File: src/hw/rtl/assert_macros.svh
// assertion macros shared by the sine and cosine unit
`ifndef ASSERT_MACROS_SVH
`define ASSERT_MACROS_SVH

// same-cycle implication, checked on every rising edge outside reset
`define SCPU_ASSERT_IMP(label, ante, cons) \
	label: assert property (@(posedge clk) disable iff (!arst_n) (ante) |-> (cons)) \
		else $error("scpu assertion failed");

// next-cycle implication, checked on every rising edge outside reset
`define SCPU_ASSERT_NXT(label, ante, cons) \
	label: assert property (@(posedge clk) disable iff (!arst_n) (ante) |=> (cons)) \
		else $error("scpu assertion failed");

`endif

File: src/hw/rtl/scpu_pkg.sv
// shared constants, coefficient tables and types of the sine and cosine unit
`timescale 1ns / 1ps

package scpu_pkg;

	// fixed-point formats
	localparam int AFB = 24;                 // angle fraction bits
	localparam int OFB = 30;                 // result fraction bits
	localparam int UP = 30 - AFB;            // angle format to q30
	localparam int OUT_RND = 32 - OFB;       // final rounding shift

	// pi at q62
	localparam logic [63:0] PI_Q62 = 64'hC90FDAA22168C234;

	// derived angle constants
	localparam logic [63:0] TAU_A = (PI_Q62 + (64'd1 << (60 - AFB))) >> (61 - AFB);
	localparam logic [63:0] PI30 = (PI_Q62 + (64'd1 << 31)) >> 32;
	localparam logic [63:0] HALF30 = (PI_Q62 + (64'd1 << 32)) >> 33;
	localparam logic [63:0] TAU30 = TAU_A << UP;

	// reciprocal of tau for the quotient estimate
	localparam int RECIP_SH = 40;
	localparam int RECIP_W = 24;
	localparam logic [63:0] RECIP = (64'd1 << RECIP_SH) / TAU_A;

	// datapath widths
	localparam int P1_W = 32 + RECIP_W + 1;  // angle times reciprocal
	localparam int Q_W = P1_W - RECIP_SH;    // quotient estimate
	localparam int QT_W = Q_W + 32;          // quotient times tau
	localparam int R_W = 40;                 // uncorrected remainder
	localparam int RED_W = 31;               // reduced angle, below tau
	localparam int F_W = 35;                 // q30 fold arithmetic
	localparam int X_W = 32;
	localparam int S_W = 32;
	localparam int ACC_W = 34;
	localparam int PROD_W = ACC_W + S_W + 1;
	localparam int SP_W = X_W + ACC_W;       // sine final product
	localparam int Y_W = 36;

	// signed forms of the constants
	localparam logic signed [RECIP_W:0] RECIP_S = (RECIP_W + 1)'(RECIP);
	localparam logic signed [31:0] TAU_S = 32'(TAU_A);
	localparam logic signed [R_W-1:0] TAU_R = R_W'(TAU_A);
	localparam logic [RED_W-1:0] TAU_U = RED_W'(TAU_A);
	localparam logic signed [F_W-1:0] PI30_S = F_W'(PI30);
	localparam logic signed [F_W-1:0] HALF30_S = F_W'(HALF30);
	localparam logic signed [F_W-1:0] PIH30_S = F_W'(PI30 + HALF30);
	localparam logic signed [F_W-1:0] TAU30_S = F_W'(TAU30);
	localparam logic signed [X_W-1:0] X_MAX_S = X_W'(HALF30 + (64'd1 << UP));
	localparam logic [63:0] HALF_LSB30 = 64'd1 << 29;
	localparam logic [63:0] HALF_LSB_OUT = 64'd1 << (OUT_RND - 1);
	localparam logic signed [31:0] OUT_LIM_S = 32'(64'd1 << OFB);

	// horner coefficients at q32, add terms already carry their sign
	localparam int N_STEPS = 5;
	localparam logic signed [ACC_W-1:0] SIN_C0 = -34'sd103;
	localparam logic signed [ACC_W-1:0] COS_C0 = -34'sd1119;
	localparam logic signed [ACC_W-1:0] SIN_ADD [N_STEPS] = '{
		34'sd11822, -34'sd852160, 34'sd35791386, -34'sd715827882, 34'sd4294967296
	};
	localparam logic signed [ACC_W-1:0] COS_ADD [N_STEPS] = '{
		34'sd106347, -34'sd5965021, 34'sd178956864, -34'sd2147483632, 34'sd4294967296
	};

	// pipeline depth: reduction and fold, two stages per horner step, output
	localparam int NST = 7 + 2 * N_STEPS + 3;
	localparam int MID = NST / 2;

	// per-item data that rides along the horner steps
	typedef struct packed {
		logic                  mode;
		logic                  neg;
		logic signed [X_W-1:0] x;
		logic [S_W-1:0]        s;
	} side_t;

	// stage enables of one horner step
	typedef struct packed {
		logic en_mul;
		logic en_add;
	} step_en_t;

endpackage

File: src/hw/rtl/scpu_horner_step.sv
// one horner step: multiply by s, round to q32, add the coefficient
`timescale 1ns / 1ps

module scpu_horner_step (
	input  logic                                 clk,
	input  scpu_pkg::step_en_t                   en,
	input  logic signed [scpu_pkg::ACC_W-1:0]    acc_in,
	input  scpu_pkg::side_t                      side_in,
	input  logic signed [scpu_pkg::ACC_W-1:0]    add_sin,
	input  logic signed [scpu_pkg::ACC_W-1:0]    add_cos,
	output logic signed [scpu_pkg::ACC_W-1:0]    acc_out,
	output scpu_pkg::side_t                      side_out
);

	logic signed [scpu_pkg::PROD_W-1:0] prod_s1;
	scpu_pkg::side_t                    side_s1;
	logic signed [scpu_pkg::PROD_W-1:0] rnd;
	logic signed [scpu_pkg::PROD_W-1:0] shifted;
	logic signed [scpu_pkg::ACC_W-1:0]  addend;
	logic signed [scpu_pkg::ACC_W-1:0]  acc_s2;
	scpu_pkg::side_t                    side_s2;

	// multiply stage
	always_ff @(posedge clk) begin
		if (en.en_mul) begin
			prod_s1 <= acc_in * $signed({1'b0, side_in.s});
			side_s1 <= side_in;
		end
	end

	// round half up by 2^30 and pick the coefficient for the mode
	always_comb begin
		rnd = prod_s1 + $signed(scpu_pkg::PROD_W'(scpu_pkg::HALF_LSB30));
		shifted = rnd >>> 30;
		addend = side_s1.mode ? add_cos : add_sin;
	end

	// add stage
	always_ff @(posedge clk) begin
		if (en.en_add) begin
			acc_s2 <= shifted[scpu_pkg::ACC_W-1:0] + addend;
			side_s2 <= side_s1;
		end
	end

	assign acc_out = acc_s2;
	assign side_out = side_s2;

endmodule

File: config.mk
export PLATFORM = sky130hd
export DESIGN_NAME = scpu_horner_step
export DESIGN_NICKNAME = d
export VERILOG_FILES = /design/src/hw/rtl/assert_macros.svh /design/src/hw/rtl/scpu_pkg.sv /design/src/hw/rtl/scpu_horner_step.sv
export SDC_FILE = /design/constraint.sdc
export NUM_CORES = 2
export LEC_CHECK = 0
export BUFFER_PORTS_ARGS = -buffer_cell sky130_fd_sc_hd__buf_2
export CAP_MARGIN = 0
export CORE_ASPECT_RATIO = 0.6
export CORE_MARGIN = 8
export CORE_UTILIZATION = 57
export CTS_CLUSTER_SIZE = 16
export DETAILED_ROUTE_END_ITERATION = 6
export PLACE_DENSITY = 0.89
export SYNTH_ARGS = -nofsm -noshare
export SYNTH_HDL_FRONTEND = slang
export SYNTH_SLANG_ARGS = --single-unit
File: constraint.sdc
create_clock -name clk -period 8.3 [get_ports clk]
set_input_delay 0.83 -clock clk [delete_from_list [all_inputs] [get_ports clk]]
set_output_delay 0.83 -clock clk [all_outputs]
set_load 0.05 [all_outputs]
==> results.cfg <==
[placement]
dp.cells = 5839
place_congestion = 1.02
dpl_cell_area_mm2 = 0.0497
port_buffers = 270
dp_hpwl_mm = 111

[layout]
regArea_mm2 = 0.00604
final_util = 0.638
fin_area_mm2 = 0.0505
multi_input_area_mm2 = 0.0346
final_cells = 5891
area_growth_pct = 11.2
final_cell_mix = fa_1, inv_1, and2_1
fillers = 5785
final_common_cell = fa_1
drive_gt1_frac = 0.131
nets = 6298

[global_routing]
grt_use_met3 = 0.133
grtUsageMet1 = 0.411
grt_pass1_vias = 36100
track_usage = 0.292
grt_max_degree = 58
grt_pass1_wl_mm = 204
busiest_layer = met2
antenna_found_initial = 17
overflow = 0
use_met2 = 0.415

[run]
cap_violations = 0

[synthesis]
synth_area_mm2 = 0.0454
avgSynthCellArea_um2 = 10.2
synth_edf_count = 201
yosys_warnings = 0
syn-instance-count = 4442
seq_area_frac_synth = 0.133
synthesis.nets = 5941
ys_ff_latch = 201
synth.distinct_cells = 60
synthFlopType = edfxtp_1
async_flop_share = 0

[worst_setup_path]
cp_max_fo = 15
critPathLaunchType = primary input
path_class = primary input to flop
cp_data_arrival_time_ps = 8550
cp-end-kind = flop
required_ps = 8620

[cts]
cts_root_buf = clkbuf_16
cts_hold_buf = 0
clk_pin_slew_ps = 100
cts_made_buffers = 23
cts_buffer_depth = 3
cts_sinks = 201
clock_latency_ps = 600
cts_tree = yes
htreeDepth = 1

[floorplanning]
core.rowCount = 80
die_y_um = 235
ios = 271
die-area_mm2 = 0.0893
initial_core_util = 0.574
chipWidth_um = 381
core_region_area_mm2 = 0.0792

[drt]
wl_mm = 130
drt-pass1-iter-count = 6
via_per_inst = 5.52
via_count = 32500
wl_per_cell_um = 22.0
drtIter0Drc = 3682
remaining_drc_errors = 0
ant_nets = 0

[sta]
timing.slew.headroom = 0.425
finalSetupViolations = 0
finalClockSkew_ps = 31.0
max_freq_ghz = 0.122
fin_crit_sh = 0.991
layout_min_cycle_time_ps = 8230
tightest_slew_ps = 860
maxSlewViolCount = 0
holdWs_ps = 391
hold_viol_final = 0

[status]
status = completed

[hold_path]
hold_path_class = flop to flop
-- per-layer routing --
metal	vias up	routed length [µm]
li1	13600	-
met1	16400	51100
met2	2191	53600
met3	283	21600
met4	16	3020
met5	-	106
-- final timing paths --
| kind | from | to | slack, ps | cells after the start |
|---|---|---|---|---|
| min | side_s1[10] | side_out[10] | 390 | 0 |
| max reg2reg | prod_s1[31] | acc_out[33] | 3320 | 17 |
| min reg2reg | side_s1[10] | side_out[10] | 390 | 0 |
| max | acc_in[13] | prod_s1[58] | 70 | 27 |
-- area by class of cell --
type	count	share of cell area
Multi-Input combinational cell	2944	0.684
Sequential cell	201	0.119
Inverter	1088	0.0808
Timing Repair Buffer	541	0.0730
Tap cell	1066	0.0264
Clock buffer	25	0.0115
Clock inverter	16	0.00428
Antenna cell	10	0.000495
-- kinds of logic after synthesis --
group,after synthesis,share of synthesized area
fa+ha+maj,1328,0.549
compound gates,180,0.0273
simple gates,1283,0.152
xor+xnor,118,0.0227
flops,201,0.133
mux,35,0.00862
buf+inv,1297,0.107
-- sequential cells by signal (all words and copies together) (netlist names) --
signal	flops
acc_out	34
prod_s1	35
side_out	66
side_s1	66
-- timing repair --
item                       4_1_cts  5_1_grt
pin swaps                        0        2
gates resized for setup          2        3
setup endpoints to repair        2       10
buffers inserted                 0        1
-- per-stage QoR --
stage                     setup WS (ps)  TNS [ps]
after floorplan                     139         0
after global placement             -579     -7070
after detailed placement           -677     -8790
after CTS                           123         0
after global routing              -61.8     -61.8
final                              71.4         0
-- synth_stat cells (all sizes together) (2+ instances only) --
library cell	count	area share
clkbuf	208	0.017
o31ai	2	0.00044
a21boi	3	0.00050
nand4	13	0.0018
edfxtp	201	0.13
a21oi	55	0.0062
mux2i	2	0.00044
inv	1088	0.090
a311oi	2	0.00052
nand3	28	0.0031
and2	756	0.10
o211ai	5	0.00083
a21o	39	0.0064
ha	216	0.059
o21a	12	0.0020
a31oi	9	0.0014
a211oi	4	0.00066
mux2	33	0.0082
and4	2	0.00039
nor2b	9	0.0012
nor2	54	0.0045
and3	14	0.0019
o2111ai	4	0.0010
a221oi	2	0.00039
nand2b	7	0.00096
nor3	12	0.0013
o41ai	4	0.0011
o21bai	4	0.00066
o21ai	21	0.0023
or3	3	0.00041
nand2	377	0.031
fa	1112	0.49
or2	6	0.00083
a221o	2	0.00044
xor2	36	0.0069
xnor2	82	0.016
-- worst max-delay path: stages --
cell and delay (ps):
buf_2 250, buf_4 210, and2_1 170, fa_1 640, inv_1 100, fa_1 550
inv_1 60, fa_1 480, fa_1 640, fa_1 480, fa_1 440, fa_1 530
inv_1 50, fa_1 480, inv_1 70, ha_1 320, a21oi_1 140, o21ai_1 130
a211oi_1 250, o21bai_1 110, a221oi_1 280, buf_4 200, a21oi_4 100, o211a_1 280
o211ai_1 330, a31oi_1 210, xor2_1 180
Power is not shown: default switching activity piles up to over one toggle a cycle in this logic, so the estimate is an artifact.
